<file path="config.mk">
export PLATFORM = sky130hd
export DESIGN_NAME = bsp_queue
export DESIGN_NICKNAME = d
export VERILOG_FILES = /design/src/rtl/core/bsp_pkg.sv /design/src/rtl/core/bsp_queue.sv
export SDC_FILE = /design/constraint.sdc
export NUM_CORES = 1
export LEC_CHECK = 0
export BUFFER_PORTS_ARGS = -buffer_cell sky130_fd_sc_hd__buf_4
export CAP_MARGIN = 40
export CORE_MARGIN = 3
export CORE_UTILIZATION = 25
export DETAILED_ROUTE_END_ITERATION = 16
export PLACE_DENSITY = 0.56
export SETUP_SLACK_MARGIN = 0.2
export SLEW_MARGIN = 15
export SYNTH_ARGS = -nofsm -noshare
export SYNTH_HDL_FRONTEND = slang
export SYNTH_SLANG_ARGS = --single-unit
export TNS_END_PERCENT = 30
</file>
<file path="constraint.sdc">
create_clock -name clk -period 4.2 [get_ports clk]
set_input_delay 0.42 -clock clk [delete_from_list [all_inputs] [get_ports clk]]
set_output_delay 0.42 -clock clk [all_outputs]
set_load 0.03 [all_outputs]
</file>
<file path="src/rtl/core/bsp_pkg.sv">
`timescale 1ns / 1ps
`default_nettype none
package bsp_pkg;
  localparam int STORE_DEPTH = 256;
  localparam int ADDR_W = 8;

  typedef enum logic [2:0] {
    OP_BITS = 3'd0, OP_RANGED = 3'd1, OP_ALIGN = 3'd2, OP_FLUSH = 3'd3,
    OP_STORE = 3'd4, OP_FETCH = 3'd5, OP_RESTART = 3'd6, OP_BAD = 3'd7
  } op_t;

  typedef enum logic [1:0] {
    ERR_NONE = 2'd0, ERR_OVERFLOW = 2'd1, ERR_RANGE = 2'd2, ERR_INVALID = 2'd3
  } err_t;

  typedef enum logic [1:0] {
    MODE_WRITE = 2'd0, MODE_READ = 2'd1, MODE_MEASURE = 2'd2, MODE_NONE = 2'd3
  } mode_t;

  localparam logic CFG_MODE = 1'b0;
  localparam logic CFG_CAP = 1'b1;

  typedef struct packed {
    logic [2:0]         operation;
    logic [5:0]         bit_count;
    logic [31:0]        pack_value;
    logic signed [31:0] range_low;
    logic signed [31:0] range_high;
    logic [7:0]         word_address;
    logic [31:0]        word_data;
  } in_t;

  typedef struct packed {
    logic [31:0] read_value;
    logic [1:0]  error_code;
    logic [13:0] bits_used;
    logic [8:0]  words_used;
  } out_t;

  // classified op from the front part
  typedef struct packed {
    op_t         op;
    logic        bad_width;  // raw bits width out of range, or unknown op
    logic        range_err;  // empty range or ranged write out of bounds
    logic [5:0]  bits;       // field width (raw or ranged)
    logic [31:0] value;      // value to pack (already offset)
    logic [31:0] lo;
    logic [31:0] hi;
    logic [7:0]  addr;
    logic [31:0] data;
  } cmd_t;

  function automatic logic [31:0] swap_bytes(input logic [31:0] w);
    return {w[7:0], w[15:8], w[23:16], w[31:24]};
  endfunction
endpackage
`default_nettype wire

</file>
<file path="src/rtl/core/bsp_queue.sv">
`timescale 1ns / 1ps
`default_nettype none
module bsp_queue (
  input  wire logic          clk,
  input  wire logic          rst,
  input  wire logic          wr_valid,
  output logic               wr_ready,
  input  wire bsp_pkg::cmd_t wr_cmd,
  output logic               rd_valid,
  input  wire logic          rd_ready,
  output bsp_pkg::cmd_t      rd_cmd
);
  import bsp_pkg::*;

  cmd_t mem [2];
  logic wp, rp;
  logic [1:0] count;

  assign wr_ready = count != 2'd2;
  assign rd_valid = count != 2'd0;
  assign rd_cmd = mem[rp];

  always_ff @(posedge clk) begin
    if (rst) begin
      wp <= 1'b0;
      rp <= 1'b0;
      count <= 2'd0;
    end else begin
      if (wr_valid && wr_ready) wp <= !wp;
      if (rd_valid && rd_ready) rp <= !rp;
      count <= count + 2'(wr_valid && wr_ready) - 2'(rd_valid && rd_ready);
    end
    if (wr_valid && wr_ready) mem[wp] <= wr_cmd;
  end
endmodule
`default_nettype wire

</file>
==> flow_metrics.env, run 1 <==
export IMPL_hold_buffers=0
export IMPL_crit_required_ps=3780
export IMPL_drc_errors=0
export IMPL_status="completed"
export IMPL_antenna_cells=0
export IMPL_cts_buffers_inserted=35
export IMPL_post_dp_hpwl_um=16200
export IMPL_path_cells="buf_16, buf_4, mux2_1, buf_4"
export IMPL_fin_tns_setup_ps=0
export IMPL_die_height_um=215
export IMPL_fin_crit_sh=0.643
export IMPL_place_congestion=0.692
export IMPL_crit_path_end_kind="output port"
export IMPL_clock_path_buffers=3
export IMPL_die_width_um=215
export IMPL_critPathKind="reg2out"
export IMPL_leakagePower_uw=0.00547
export IMPL_antenna_found_initial=2
export IMPL_num_vias=5593
export IMPL_synth_enable_flop_cells=294
export IMPL_grt_pass1_vias=6275
export IMPL_fmax_ghz=0.370
export IMPL_cpMostUsedCell="buf_4"
export IMPL_setup_viol=0
export IMPL_reg2reg_slack_ps=1950
export IMPL_clock_latency_ps=520
export IMPL_ys_warn_count=0
export IMPL_synthesis_area_mm2=0.0109
export IMPL_root_buffer="clkbuf_16"
export IMPL_rsz0062_at_grt="false"
export IMPL_coreArea_mm2=0.0425
export IMPL_placed_area_mm2=0.0138
export IMPL_finalHoldWorstSlack_ps=82.0
export IMPL_io_pins=300
export IMPL_clkSinkCount=299
export IMPL_max_cap_viol_count=0
export IMPL_fin_skew_ps=16.0
export IMPL_tightest_slew_ps=691
export IMPL_cp_buffers_inverters=3
export IMPL_post_cts_resized=0
export IMPL_io_buffers=299
export IMPL_crit_family="buffers and inverters"
export IMPL_worstHoldEndpoint="mem[0][4]"
export IMPL_dieArea_mm2=0.0461
export IMPL_wl_um=24400
export IMPL_final_core_util=0.351
export IMPL_cp_max_fo=41
export IMPL_cts_tree="yes"
export IMPL_initial_utilization=0.256
export IMPL_pwr_density_cell_mw_per_mm2=586
export IMPL_grt_pass1_wl_um=36700
export IMPL_synth_seq_area_share=0.819
export IMPL_min_path_cells=1
export IMPL_drv_slew=0
export IMPL_start_kind="register"
export IMPL_synth_nets=638
export IMPL_rr_worst_depth=3
export IMPL_hold_path_class="in2reg"
export IMPL_worstReg2RegEnd="mem[1][50]"
export IMPL_wl_per_cell_um=17.2
export IMPL_hold_viol=0
export IMPL_min_period_ps=2700
export IMPL_synth_ff_type="edfxtp_1"
export IMPL_grt_overflow_total=0
export IMPL_netlist_cell_type_count=25
export IMPL_drive_gt1_frac=0.429
export IMPL_antenna_left=0
export IMPL_routed_via_density=3.95
export IMPL_nets=967
export IMPL_ir_worst_vdd_v=0.000402
export IMPL_arrival_ps=2280
export IMPL_hp_start="wr_cmd[4]"
export IMPL_synth_area_per_cell_um2=22.4
export IMPL_track_usage=0.103
export IMPL_synthArstFlopShare=0
export IMPL_clk_pin_slew_ps=60
export IMPL_syn_inst=486
export IMPL_grt_max_degree=73
export IMPL_max_stage_delay_ps=500
export IMPL_r2r_start="count[0]"
export IMPL_drt_pass1_iter_count=4
export IMPL_ys_ff_latch=299
export IMPL_drtIter0Drc=208
export IMPL_fin_area_mm2=0.0149
export IMPL_htreeDepth=2
export IMPL_crit_slowest_cell="dfxtp_4"
export IMPL_post_cts_setup_buffers=0
export IMPL_max_slew_margin=0.540
export IMPL_num_rows=75
export IMPL_syn2layout_area_growth_pct=37.0
-- final cells by class --
| cell class | instances | area, µm² |
|---|---|---|
| clock buffers | 50 | 1020 |
| clock inverters | 12 | 58.8 |
| fillers | 4079 | 27600 |
| inverters | 1 | 8.76 |
| multi-input cells | 170 | 1820 |
| flip-flops and latches | 299 | 8930 |
| well taps | 577 | 722 |
| repair buffers | 308 | 2370 |
-- cell usage in the layout, fill, tap and decap left out, types with 2 or more instances in the layout --
cell	instances
nor2b_1	2
clkinv_1	6
mux2_1	147
dfxtp_1	4
clkbuf_1	8
clkbuf_16	37
inv_6	2
clkbuf_8	5
nor2_1	4
buf_12	3
clkinv_2	4
edfxtp_1	294
buf_4	304
-- sequential cells by signal (all words and copies together) (netlist names), named ones only --
name   cells
count      2
rp         1
mem      294
wp         1
-- report_power, final --
part           switching [µW]  internal, µW
Combinational            1380           845
Sequential               79.0          3620
Clock                    1130          1690
Total                    2590          6160
-- stage by stage --
| stage | power, µW | cells | worst slack (ps) |
|---|---|---|---|
| floorplan | 5180 | 486 | -37.0 |
| global placement | 6000 | 1354 | 1770 |
| detailed placement | 6040 | 1355 | 1920 |
| CTS | 8940 | 1417 | 1360 |
| global route | 9160 | 1417 | 1340 |
| finish | 8750 | 1417 | 1500 |
-- Yosys cell counts (all sizes together), types with 2 or more instances --
| cell type | instances | share of area |
|---|---|---|
| nor2b | 2 | 0.0011 |
| edfxtp | 294 | 0.81 |
| dfxtp | 5 | 0.0092 |
| o21ai | 2 | 0.00092 |
| and3 | 2 | 0.0011 |
| nor2 | 4 | 0.0014 |
| buf | 16 | 0.014 |
| mux2 | 147 | 0.15 |
-- cells by family (layout without fill, tap and decap cells) --
| kind of cell | count (synthesis) | count (layout) | synth area share |
|---|---|---|---|
| AO/OA/AOI/OAI | 6 | 6 | 0.00402 |
| XOR/XNOR | 1 | 1 | 0.000804 |
| adder cells (fa/ha/maj) | 1 | 1 | 0.00115 |
| buffers and inverters | 17 | 371 | 0.0146 |
| flip-flops | 299 | 299 | 0.819 |
| multiplexers | 147 | 147 | 0.152 |
| AND/OR/NAND/NOR | 15 | 15 | 0.00838 |
-- worst max-delay path by stage --
stage	slack (ps)	cells after the start	from	endpoint
global placement	1770	3	register	rd_cmd[92]
global route	1340	4	register	rd_cmd[91]
CTS	1360	4	register	rd_cmd[91]
detailed placement	1920	3	count[0]	mem[1][50]
floorplan	-40	3	count[0]	mem[0][0]
finish	1500	4	register	rd_cmd[50]
-- per-layer routing --
| metal | GRT usage | wire length [µm] |
|---|---|---|
| met5 | 0 | 27 |
| met1 | 0.117 | 9700 |
| met4 | 0.0464 | 822 |
| met3 | 0.0507 | 2500 |
| met2 | 0.166 | 11300 |
(Power assumes the default switching activity.)
==> run 2, diff against run 1 <==
PLACE_DENSITY = 0.54   (was 0.56)
clock period = 2.5 ns   (was 4.2 ns; I/O delays follow)
==> flow_metrics.env, run 2 (synthesized netlist as in run 1, its figures left out) <==
export IMPL_ir_worst_vdd_v=0.000524
export IMPL_clock_path_buffers=3
export IMPL_wl_um=24800
export IMPL_initial_utilization=0.256
export IMPL_post_dp_hpwl_um=15600
export IMPL_reg2reg_slack_ps=900
export IMPL_htreeDepth=1
export IMPL_root_buffer="clkbuf_16"
export IMPL_crit_required_ps=2250
export IMPL_drv_slew=0
export IMPL_grt_max_degree=68
export IMPL_max_cap_viol_count=0
export IMPL_antenna_left=0
export IMPL_nets=1112
export IMPL_rsz0062_at_grt="false"
export IMPL_min_period_ps=2170
export IMPL_status="completed"
export IMPL_hold_viol=0
export IMPL_grt_pass1_wl_um=38100
export IMPL_layout_common_cells="302 x buf_4, 294 x edfxtp_1, 149 x dlygate4sd3_1"
export IMPL_drc_errors=0
export IMPL_worst_slack_ps=330
export IMPL_setup_viol=0
export IMPL_arrival_ps=1920
export IMPL_antenna_found_initial=0
export IMPL_coreArea_mm2=0.0425
export IMPL_wl_per_cell_um=15.9
export IMPL_die_width_um=215
export IMPL_pre_cts_ws_ps=890
export IMPL_fin_cells=1561
export IMPL_drtIter0Drc=292
export IMPL_leakagePower_uw=0.00608
export IMPL_placed_area_mm2=0.0139
export IMPL_hold_path_class="in2reg"
export IMPL_fin_skew_ps=10.9
export IMPL_io_buffers=299
export IMPL_syn2layout_area_growth_pct=50.6
export IMPL_top_register="mem"
export IMPL_drive_gt1_frac=0.371
export IMPL_cts_buffers_inserted=31
export IMPL_clkSinkCount=299
export IMPL_layout_commonest_cell="buf_4"
export IMPL_fin_crit_sh=0.868
export IMPL_routed_via_density=3.91
export IMPL_die_height_um=215
export IMPL_clock_latency_ps=550
export IMPL_pwr_density_cell_mw_per_mm2=905
export IMPL_dieArea_mm2=0.0461
export IMPL_post_cts_resized=0
export IMPL_io_pins=300
export IMPL_crit_path_end_kind="output port"
export IMPL_place_congestion=0.735
export IMPL_placed_cells=1355
export IMPL_critPathKind="reg2out"
export IMPL_num_vias=6100
export IMPL_num_rows=75
export IMPL_drt_pass1_iter_count=4
export IMPL_tightest_slew_ps=451
export IMPL_clk_pin_slew_ps=60
export IMPL_cts_tree="yes"
export IMPL_cp_max_fo=62
export IMPL_fin_area_mm2=0.0164
export IMPL_fmax_ghz=0.461
export IMPL_largest_register_ffs=294
export IMPL_track_usage=0.104
export IMPL_grt_overflow_total=0
export IMPL_max_slew_margin=0.699
export IMPL_fin_tns_setup_ps=0
export IMPL_largest_registers="mem (294), count (2)"
export IMPL_start_kind="register"
export IMPL_grt_pass1_vias=6671
## run 2: cell count changes in the layout (fill, tap and decap cells not counted), moves of 3 or more
cell / delta
clkbuf_1: -5
clkbuf_8: -5
dlygate4sd3_1: +149
buf_12: +3
clkbuf_16: -6
clkinv_1: -3
bufinv_16: +5
clkinv_2: +4
## run 2: path summary, 6_finish.rpt
kind / endpoint / from / cells after the start
hold reg to reg: rp / rp / 2
hold / removal: rp / rd_ready / 4
setup / recovery: rd_cmd[119] / register / 3
setup reg to reg: mem[0][88] / count[0] / 4
## run 2: report_power, final
group | leakage (µW) | internal, µW | switching [µW]
sequential | 0.00279 | 6090 | 115
combinational | 0.00277 | 1580 | 2390
clock | 0.000514 | 2790 | 1890
## run 2: layout make-up
class                   instances  area, µm²
diodes                          1       2.50
clock buffers                  34        787
clock inverters                22        253
fillers                      3938      26100
inverters                       1       7.51
multi-input cells             170       1820
flip-flops and latches        299       8930
well taps                     577        722
repair buffers                457       3880
## run 2: repair_timing
action / CTS / global route
buffers inserted: 0 / 0
hold endpoints to repair: 299 / 0
endpoints found under the setup margin: 0 / 0
hold buffers: 149 / 0
## run 2: per-stage QoR
step                      utilization  power [µW]  hold WS, ps
final                           0.386       14800          130
after global routing            0.386       15500          152
after CTS                       0.386       15100         88.9
after floorplan                     -        8700          312
after detailed placement        0.326       10100          438
after global placement          0.326       10100          435
## run 2: per-layer routing
| layer | vias to the layer above | track usage | wire (µm) |
|---|---|---|---|
| li1 | 2889 | - | - |
| met1 | 2956 | 0.132 | 10600 |
| met2 | 218 | 0.168 | 11600 |
| met3 | 37 | 0.0357 | 2070 |
| met4 | 0 | 0.0297 | 570 |
| met5 | - | 0 | 0 |
## run 2: critical path: stages, from the launching register on
cell	delay (ps)
dfxtp_4	380
buf_12	270
mux2_1	400
buf_4	180
