[config.mk]
export PLATFORM = sky130hd
export DESIGN_NAME = bsp_front
export DESIGN_NICKNAME = d
export VERILOG_FILES = /design/src/rtl/core/bsp_pkg.sv /design/src/rtl/core/bsp_front.sv
export SDC_FILE = /design/constraint.sdc
export NUM_CORES = 1
export LEC_CHECK = 0
export ABC_AREA = 1
export BUFFER_PORTS_ARGS = -buffer_cell sky130_fd_sc_hd__buf_4
export CORE_MARGIN = 2
export CORE_UTILIZATION = 35
export CTS_CLUSTER_SIZE = 30
export DETAILED_ROUTE_END_ITERATION = 8
export PLACE_DENSITY = 0.65
export SETUP_SLACK_MARGIN = 0.1
export SLEW_MARGIN = 20
export SYNTH_ARGS = -nofsm -noshare
export SYNTH_HDL_FRONTEND = slang
export SYNTH_SLANG_ARGS = --single-unit
[constraint.sdc]
create_clock -name clk -period 11.8 [get_ports clk]
set_input_delay 1.18 -clock clk [delete_from_list [all_inputs] [get_ports clk]]
set_output_delay 1.18 -clock clk [all_outputs]
set_load 0.005 [all_outputs]
[src/rtl/core/bsp_pkg.sv]
`timescale 1ns / 1ps
`default_nettype none
package bsp_pkg;
  localparam int STORE_DEPTH = 256;
  localparam int ADDR_W = 8;

  typedef enum logic [2:0] {
    OP_BITS = 3'd0, OP_RANGED = 3'd1, OP_ALIGN = 3'd2, OP_FLUSH = 3'd3,
    OP_STORE = 3'd4, OP_FETCH = 3'd5, OP_RESTART = 3'd6, OP_BAD = 3'd7
  } op_t;

  typedef enum logic [1:0] {
    ERR_NONE = 2'd0, ERR_OVERFLOW = 2'd1, ERR_RANGE = 2'd2, ERR_INVALID = 2'd3
  } err_t;

  typedef enum logic [1:0] {
    MODE_WRITE = 2'd0, MODE_READ = 2'd1, MODE_MEASURE = 2'd2, MODE_NONE = 2'd3
  } mode_t;

  localparam logic CFG_MODE = 1'b0;
  localparam logic CFG_CAP = 1'b1;

  typedef struct packed {
    logic [2:0]         operation;
    logic [5:0]         bit_count;
    logic [31:0]        pack_value;
    logic signed [31:0] range_low;
    logic signed [31:0] range_high;
    logic [7:0]         word_address;
    logic [31:0]        word_data;
  } in_t;

  typedef struct packed {
    logic [31:0] read_value;
    logic [1:0]  error_code;
    logic [13:0] bits_used;
    logic [8:0]  words_used;
  } out_t;

  // classified op from the front part
  typedef struct packed {
    op_t         op;
    logic        bad_width;  // raw bits width out of range, or unknown op
    logic        range_err;  // empty range or ranged write out of bounds
    logic [5:0]  bits;       // field width (raw or ranged)
    logic [31:0] value;      // value to pack (already offset)
    logic [31:0] lo;
    logic [31:0] hi;
    logic [7:0]  addr;
    logic [31:0] data;
  } cmd_t;

  function automatic logic [31:0] swap_bytes(input logic [31:0] w);
    return {w[7:0], w[15:8], w[23:16], w[31:24]};
  endfunction
endpackage
`default_nettype wire

[src/rtl/core/bsp_front.sv]
`timescale 1ns / 1ps
`default_nettype none
module bsp_front (
  input  wire logic          clk,
  input  wire logic          rst,
  input  wire logic          in_valid,
  output logic               in_ready,
  input  wire bsp_pkg::in_t  in_data,
  input  wire logic [1:0]    mode,
  output logic               q_valid,
  input  wire logic          q_ready,
  output bsp_pkg::cmd_t      q_cmd
);
  import bsp_pkg::*;

  // stage 1: register input; stage 2: width search and bounds
  logic  s1_valid;
  in_t   s1;
  logic  s1_adv;
  cmd_t  c;
  logic signed [32:0] lo_x, hi_x, v_x;
  logic [32:0] span;
  logic [5:0]  msb;

  assign s1_adv = !q_valid || q_ready;
  assign in_ready = !s1_valid || s1_adv;

  always_ff @(posedge clk) begin
    if (rst) begin
      s1_valid <= 1'b0;
      q_valid  <= 1'b0;
    end else begin
      if (in_ready) s1_valid <= in_valid;
      if (s1_adv) q_valid <= s1_valid;
    end
    if (in_ready && in_valid) s1 <= in_data;
    if (s1_adv && s1_valid) q_cmd <= c;
  end

  always_comb begin
    lo_x = {s1.range_low[31], s1.range_low};
    hi_x = {s1.range_high[31], s1.range_high};
    v_x  = {s1.pack_value[31], s1.pack_value};
    span = 33'(hi_x - lo_x);
    msb = 6'd1;
    for (int i = 1; i < 32; i++) begin
      if (span[i]) msb = 6'(i + 1);
    end
    c.op = op_t'(s1.operation);
    c.lo = s1.range_low;
    c.hi = s1.range_high;
    c.addr = s1.word_address;
    c.data = s1.word_data;
    c.bad_width = (c.op == OP_BAD) ||
                  (c.op == OP_BITS && (s1.bit_count == 6'd0 || s1.bit_count > 6'd32));
    c.range_err = 1'b0;
    c.bits = s1.bit_count;
    c.value = s1.pack_value;
    if (c.op == OP_RANGED) begin
      c.bits = msb;
      c.value = 32'(v_x - lo_x);
      if (lo_x >= hi_x) c.range_err = 1'b1;
      else if (mode == MODE_WRITE && (v_x < lo_x || v_x > hi_x)) c.range_err = 1'b1;
    end
  end
endmodule
`default_nettype wire

==> impl_metrics.yaml, run 1 <==
sta:
  rsz0062_at_grt: "no"
  timing.final.crit_share_pct: 30.7
  max_freq_mhz: 276
  final_hold_viol_count: 0
  tightestPinTransition_ps: 937
  layout_min_cycle_time_ps: 3630
  setup_viol: 0
  maxSlewViolCount: 0
  timing.slew.headroom_pct: 37.5
  clock_skew_ps: 8.26
  hold_ws_ps: 417
  finalSetupTns_ps: 0
logic_synthesis:
  netlist_area_um2: 13700
  synth_top_family_by_area: "simple AND/OR/NAND/NOR gates"
  synthCells: 1165
  synth_edf_count: 292
  synth_warnings: 0
  synth-simple-area-share_pct: 13.1
  yosysSeqAreaShare_pct: 64.2
  synth_xor_area_share_pct: 1.98
  avgSynthCellArea_um2: 11.8
  synth_compound_area_share_pct: 7.47
  synth_nets: 1415
  synthMuxAreaShare_pct: 0
  ys_types: 46
  async_flop_share_pct: 0
  synthAdderAreaFrac_pct: 9.14
  ys_ff_latch: 294
  ys.flop_type: "edfxtp_1"
floorplan:
  io_pins: 300
  die_area_um2: 40800
  die_y_um: 202
  start_util_pct: 35.5
  fp.coreArea_um2: 38600
  row_count: 72
  die_width_um: 202
detailed_routing:
  ant_nets: 0
  routedWlPerCell_um: 16.8
  vias: 9511
  dr.first_iter.drc_count: 469
  drtPass1Iterations: 5
  route.detailed.drc: 0
  vias_per_cell: 4.68
  drt_wl_total_um: 34200
setup_path:
  r2r-start: "c[72]"
  path_class: "flip-flop to flip-flop"
  required_ps: 12110
  r2r_setup_slack_ps: 8170
  worst_r2r_endpoint: "q_cmd[142]"
  start_kind: "flip-flop"
  end_kind: "flip-flop"
  cp_data_arrival_time_ps: 3940
  reg2reg_depth: 19
  critPathMaxFanout: 4
placed_design:
  dp.final_hpwl_um: 25400
  placed_area_um2: 16600
  io_buffer_count: 299
  place.gp.congestion: 0.882
grt:
  grt_pass1_wl_um: 52200
  first_global_vias: 9561
  overflow: 0
  antenna_found_initial: 0
  track_usage_pct: 16.3
  grt_max_degree: 148
hold_path:
  min_from: "c[24]"
  min_path_type: "flip-flop to flip-flop"
  min_delay_path_depth: 0
  hold-path-endpoint: "q_cmd[24]"
final_layout:
  drive_above_1_share_pct: 26.0
  nets: 1744
  diodes: 0
  finish.instance_area_um2: 17600
  syn_to_final_growth_pct: 28.5
cts:
  clkLatencyLatePin_ps: 590
  cts_setup_buffers: 0
  numCtsBuffers: 31
  cts_max_level: 1
  ctsResizeCount: 0
  cts_sinks: 294
  cts_buffer_depth: 3
  clock-root-buffer: "clkbuf_16"
  ctsHoldBuffers: 0
  path_clk_slew_ps: 60
  cts_tree: "built"
outcome:
  status: "finished, final reports clean"
pwr:
  irDropWorstVdd_mv: 0.130
  p_leak_nw: 7.62
  power.density_nw_per_um2: 146
flow_run:
  cap_violations: 0
-- through the flow --
stage          power [mW]  worst slack (ps)  util (%)  std cells
6_report             2.58              8170      45.6       2034
5_1_grt              2.70              7830      45.6       2034
4_1_cts              2.62              8220      45.6       2034
3_5_place_dp         1.65              8220      43.1       1979
3_3_place_gp         1.65              8330      43.1       1979
2_1_floorplan        1.51              2810         -       1165
-- critical path, cell delays in order (launching register included) --
cell and delay (ps):
edfxtp_1 440, ha_1 260, fa_1 410, nor2_1 130
a211oi_1 70, o21ai_1 290, a21boi_1 160, o21ai_1 240
a21boi_1 160, inv_1 120, nand2_1 60, nand2_1 140
nand3_1 100, nand2_1 120, a21oi_1 110, o21ai_1 150
xor2_1 190, nand2_1 70, nand2_1 60, a31oi_1 70
-- where the power goes --
| part | switching, mW | total, mW | internal, mW |
|---|---|---|---|
| clock | 0.401 | 0.949 | 0.548 |
| combinational | 0.217 | 0.381 | 0.164 |
| sequential | 0.0301 | 1.25 | 1.22 |
| total | 0.648 | 2.58 | 1.93 |
-- Yosys cell counts, drive strengths merged, types with 5 or more instances --
master    n  share of area, %
o21ai    48               1.8
nor2     54               1.6
a21oi    84               3.3
nor3      6              0.22
o21a      9              0.49
a211oi    5              0.27
ha       97               8.9
nand3    46               1.7
nand2   279               7.9
o211ai    6              0.33
or2      17              0.78
edfxtp  292                64
xnor2    14              0.89
xor2     17               1.1
nand4     6              0.38
clkbuf    7              0.19
a21boi    7              0.49
inv     139               3.8
a31oi     7              0.32
-- metal layers --
metal	GRT usage, %	vias up	wire length [um]
li1	-	4717	-
met2	25.9	258	15500
met1	22.0	4494	15400
met5	0	-	0
met3	4.68	42	2480
met4	4.28	0	833
-- kinds of logic after synthesis --
group | Yosys count
buffers and inverters | 147
AOI/OAI and AO/OA | 174
and+or+nand+nor | 420
xor gates and xnor gates | 31
adders and majority gates | 99
DFF | 294
-- cell type report --
cell class	instances	area [um^2]
Clock buffer	41	813
Sequential cell	294	8810
Inverter	140	531
Tap cell	518	648
Clock inverter	14	163
Fill cell	3522	21000
Timing Repair Buffer	303	2290
Multi-Input combinational cell	724	4360
-- worst max-delay path by stage --
stage	startpoint	endpoint	slack (ps)	cells after the start
floorplan	q_ready	q_cmd[0]	2810	2
global placement	c[72]	q_cmd[142]	8330	19
detailed placement	c[72]	q_cmd[142]	8220	19
CTS	c[72]	q_cmd[142]	8220	19
global route	c[40]	q_cmd[136]	7830	35
finish	c[72]	q_cmd[142]	8170	19
-- state kept, by name (all words and copies together) (netlist names) --
| register | flops |
|---|---|
| q_cmd | 147 |
| s1 | 38 |
| q_valid | 1 |
| c | 107 |
| s1_valid | 1 |
-- cell usage in the layout, fill, tap and decap left out, drive strengths merged --
cell      count
a21boi        7
buf         303
clkinv        8
nor4          4
o211ai        6
nor2         54
o21a          9
or2          17
ha           97
or3           1
clkinvlp      3
a31oi         7
inv         140
o21bai        4
clkbuf       41
and3          1
a21oi        84
nand2       279
nand3        46
dfxtp         2
xor2         17
xnor2        14
o31ai         1
fa            2
and2          2
a211oi        5
bufinv        3
nand3b        4
a21o          2
nand4         6
o221ai        1
edfxtp      292
nor3          6
o21ai        48
No activity file was read; power rests on OpenSTA's default activity.
==> inputs of run 2 (changes only) <==
PLACE_DENSITY = 0.67   (was 0.65)
clock period = 2.9 ns   (was 11.8 ns; I/O delays follow)
==> impl_metrics.yaml, run 2 (synthesis results as in run 1) <==
setup_path:
  slowest_delay_ps: 420
  cp_data_arrival_time_ps: 3700
  crit_top_cell: "nand2_2"
  critPathBufInv: 2
  path_delay_family: "simple AND/OR/NAND/NOR gates"
  slowest_stage: "edfxtp_1"
  start_kind: "flip-flop"
  critPathMaxFanout: 3
  required_ps: 3180
  worstPathCellList: "ha_2 -> fa_2 -> inv_2 -> nand3_4 -> nand2_2 -> nand2_2 -> nand2_4 -> a21oi_4 -> o21ai_2 -> a21boi_2 -> inv_2 -> nand2_2 -> nand2_4 -> a21boi_4 -> or3_4 -> o21ai_2 -> nand2_1 -> nand2_2 -> nand2_2 -> nor2_4 -> and2_4 -> nand2_1 -> nand2_1 -> nand2_1"
  path_class: "flip-flop to flip-flop"
  end_kind: "flip-flop"
floorplan:
  fp.coreArea_um2: 38600
  io_pins: 300
  row_count: 72
  die_y_um: 202
  start_util_pct: 35.5
  die_area_um2: 40800
  die_width_um: 202
sta:
  timing.final.crit_share_pct: 118
  max_freq_mhz: 292
  finalSetupTns_ps: -5310
  maxSlewViolCount: 0
  clock_skew_ps: 28.7
  final_hold_viol_count: 0
  tightestPinTransition_ps: 702
  timing.slew.headroom_pct: 52.8
  rsz0062_at_grt: "yes"
  layout_min_cycle_time_ps: 3420
  setup_ws_ps: -521
  setup_viol: 18
  hold_ws_ps: 64.3
hold_path:
  min_path_type: "input port to flip-flop"
pwr:
  power_mw: 11.5
  swShare_pct: 26.4
  combinationalPowerShare_pct: 20.4
  power.density_nw_per_um2: 544
  clockPowerShare_pct: 35.6
  net-switching-power_mw: 3.04
  seq_power_share_pct: 44.0
  irDropWorstVdd_mv: 0.545
  p_leak_nw: 9.22
  p_int_mw: 8.48
placed_design:
  dp.final_hpwl_um: 26600
  place.gp.congestion: 0.915
  pre_cts_ws_ps: -491
  io_buffer_count: 299
final_layout:
  diodes: 0
  nets: 2061
  syn_to_final_growth_pct: 54.5
  regMostFlops: "q_cmd"
  final_cell_mix: "buf_4, edfxtp_1, nand2_1"
  final_common_cell: "buf_4"
  fin_util_pct: 54.8
  largest_register_ffs: 147
  drive_above_1_share_pct: 37.8
cts:
  cts_sinks: 294
  clock-root-buffer: "clkbuf_16"
  numCtsBuffers: 34
  cts_tree: "built"
  path_clk_slew_ps: 60
  clkLatencyLatePin_ps: 550
  cts_max_level: 2
  cts_buffer_depth: 3
detailed_routing:
  route.detailed.drc: 0
  dr.first_iter.drc_count: 472
  routedWlPerCell_um: 16.5
  ant_nets: 0
  vias: 10900
  drt_wl_total_um: 38700
  vias_per_cell: 4.64
  drtPass1Iterations: 5
outcome:
  status: "complete, but fails checks"
  violations: "setup timing"
grt:
  grt_max_degree: 96
  first_global_vias: 11200
  grt_pass1_wl_um: 59100
  track_usage_pct: 18.5
  overflow: 0
  antenna_found_initial: 0
flow_run:
  cap_violations: 0
==> run 2: cell type report <==
class | instances | area (um^2)
clock buffer | 39 | 891
clock inverter | 21 | 171
fill | 3213 | 17500
inverter | 140 | 529
multi-input combinational | 724 | 5030
sequential | 294 | 8810
tap | 518 | 648
timing repair buffer | 617 | 5110
==> run 2: worst min-delay path, cell delays in order <==
cell and delay [ps]:
buf_4 90, nand2_2 70, a21oi_1 120
==> run 2: path summary, 6_finish.rpt <==
kind,startpoint,to,slack (ps),cells past startpoint
min,in_valid,s1_valid,60,3
max,c[72],q_cmd[140],-520,24
min reg2reg,c[23],q_cmd[23],410,0
max reg2reg,c[72],q_cmd[140],-520,24
==> run 2: power groups by stage <==
stage          sequential [mW]  combinational (mW)  clock, mW
6_report                  5.08                2.35       4.11
3_3_place_gp              5.16                1.77          0
5_1_grt                   5.10                2.58       4.35
3_5_place_dp              5.17                1.79          0
4_1_cts                   5.08                2.15       4.21
2_1_floorplan             5.15               0.971          0
==> run 2: timing repair <==
action / in CTS / in global routing
hold endpoints to repair: 147 / 0
cloned: 0 / 0
pin swaps: 45 / 79
resized for setup: 59 / 112
hold buffers: 146 / 0
buffers inserted: 52 / 36
endpoints found under the setup margin: 27 / 29
==> run 2: per-stage QoR <==
stage | cell area (um^2) | instances
3_3_place_gp | 17500 | 2081
6_report | 21200 | 2353
5_1_grt | 21200 | 2353
3_5_place_dp | 17500 | 2081
2_1_floorplan | 13800 | 1165
4_1_cts | 20600 | 2339
==> run 2: layer usage <==
metal	GRT usage, %	wire [um]
met1	24.5	16700
met2	30.0	18300
met3	4.79	2790
met4	5.38	934
met5	0	0
==> inputs of run 3 (changes only) <==
PLACE_DENSITY = default   (was 0.67)
PLACE_DENSITY_LB_ADDON = 0.3   (was default)
==> impl_metrics.yaml, run 3 (synthesis results as in run 1) <==
cts:
  clock-root-buffer: "clkbuf_16"
  path_clk_slew_ps: 70
  cts_buffer_depth: 3
  clkLatencyLatePin_ps: 570
  cts_tree: "built"
  numCtsBuffers: 31
  cts_max_level: 1
  cts_sinks: 294
floorplan:
  io_pins: 300
  row_count: 72
  die_area_um2: 40800
  die_y_um: 202
  start_util_pct: 35.5
  fp.coreArea_um2: 38600
  die_width_um: 202
final_layout:
  final_cell_mix: "buf_4, edfxtp_1, nand2_1"
  nets: 2069
  drive_above_1_share_pct: 36.9
  syn_to_final_growth_pct: 54.2
  fin_util_pct: 54.7
  diodes: 0
  largest_register_ffs: 147
  final_common_cell: "buf_4"
  regMostFlops: "q_cmd"
grt:
  first_global_vias: 11300
  use_met2_pct: 31.1
  met1_usage_pct: 25.0
  busiest_layer: "met2"
  track_usage_pct: 18.7
  grt_max_degree: 109
  overflow: 0
  use_met3_pct: 3.63
  grt_pass1_wl_um: 60100
  antenna_found_initial: 0
setup_path:
  end_kind: "flip-flop"
  r2r-start: "c[72]"
  slowest_delay_ps: 430
  start_kind: "flip-flop"
  cp_data_arrival_time_ps: 3700
  slowest_stage: "edfxtp_1"
  worstPathCellList: "buf_4 -> buf_6 -> ha_4 -> fa_2 -> nor2_4 -> a211oi_4 -> o21ai_2 -> a21boi_2 -> o21ai_2 -> a21boi_2 -> buf_4 -> o21ai_2 -> a21boi_1 -> inv_1 -> nand2_2 -> nand2_2 -> a21boi_2 -> nor2_1 -> nor2_1 -> xor2_1 -> o21ai_1"
  startpoint: "c[72]"
  critPathMaxFanout: 3
  required_ps: 3210
  path_class: "flip-flop to flip-flop"
detailed_routing:
  drtPass1Iterations: 4
  ant_nets: 0
  dr.first_iter.drc_count: 538
  routedWlPerCell_um: 16.4
  vias_per_cell: 4.59
  drt_wl_total_um: 38800
  route.detailed.drc: 0
  vias: 10800
sta:
  setup_viol: 25
  maxSlewViolCount: 0
  timing.final.crit_share_pct: 117
  max_freq_mhz: 295
  timing.slew.headroom_pct: 48.0
  clock_skew_ps: 11.3
  setup_ws_ps: -495
  final_hold_viol_count: 0
  rsz0062_at_grt: "yes"
  layout_min_cycle_time_ps: 3390
  tightestPinTransition_ps: 778
placed_design:
  io_buffer_count: 299
  place.gp.congestion: 0.877
  dp.final_hpwl_um: 26800
pwr:
  power.density_nw_per_um2: 540
  irDropWorstVdd_mv: 0.483
  p_leak_nw: 9.25
  power_mw: 11.4
outcome:
  status: "complete, but fails checks"
  violations: "setup timing"
hold_path:
  min_path_type: "input port to flip-flop"
  min_from: "q_ready"
flow_run:
  cap_violations: 0
-- run 3: cell count changes in the layout (fill, tap and decap cells not counted), sizes merged --
cell	change
dlygate4sd3	+2
buf	+9
inv	-1
bufinv	+4
clkinvlp	-4
clkbuf	-3
clkinv	-3
-- run 3: critical path, delay by kind of cell, from the launching register on --
| family | cells | cell delay [ps] |
|---|---|---|
| xor gates and xnor gates | 1 | 130 |
| adders and majority gates | 2 | 580 |
| AOI/OAI and AO/OA | 9 | 1010 |
| DFF | 1 | 430 |
| and+or+nand+nor | 5 | 440 |
| buffers and inverters | 4 | 540 |
-- run 3: metrics by stage --
| step | hold slack (ps) | setup slack [ps] | TNS (ps) | instance area, um^2 | std cells |
|---|---|---|---|---|---|
| after floorplan | 352 | -348 | -93680 | 13800 | 1165 |
| after global placement | 400 | -464 | -5540 | 17600 | 2088 |
| after detailed placement | 405 | -498 | -6750 | 17600 | 2088 |
| after CTS | 114 | -380 | -4390 | 20900 | 2346 |
| after global routing | 141 | -730 | -11110 | 21100 | 2357 |
| final | 140 | -495 | -6670 | 21100 | 2357 |
-- run 3: layer usage --
metal  wire length (um)  share of wire [%]
met4                734                1.9
met1              17600                 45
met2              18200                 47
met3               2250                5.8
met5                  0                  0
-- run 3: cell type report --
cell class	count	area, um^2
Fill cell	3218	17500
Sequential cell	294	8810
Timing Repair Buffer	628	5200
Multi-Input combinational cell	724	4950
Clock buffer	36	795
Tap cell	518	648
Inverter	140	529
Clock inverter	17	210
-- run 3: worst paths after layout --
| kind | slack [ps] | end | depth (start not counted) |
|---|---|---|---|
| setup / recovery | -490 | q_cmd[134] | 21 |
| hold / removal | 140 | s1_valid | 4 |
| setup reg to reg | -490 | q_cmd[134] | 21 |
| hold reg to reg | 420 | q_cmd[9] | 0 |
-- run 3: report_power, final --
part           internal, mW  switching [mW]  total [mW]
Combinational          1.21            1.13        2.34
Clock                  2.38            1.61        3.99
Sequential             4.96           0.118        5.08
Total                  8.55            2.86        11.4
-- run 3: what timing repair did --
action                                  CTS  global route
pin swaps                                49            44
hold buffers                            148             0
endpoints found under the setup margin   26            29
endpoints found under the hold margin   147             0
buffers inserted                         66            17
gates resized for setup                  88            50
gates cloned                              0             0
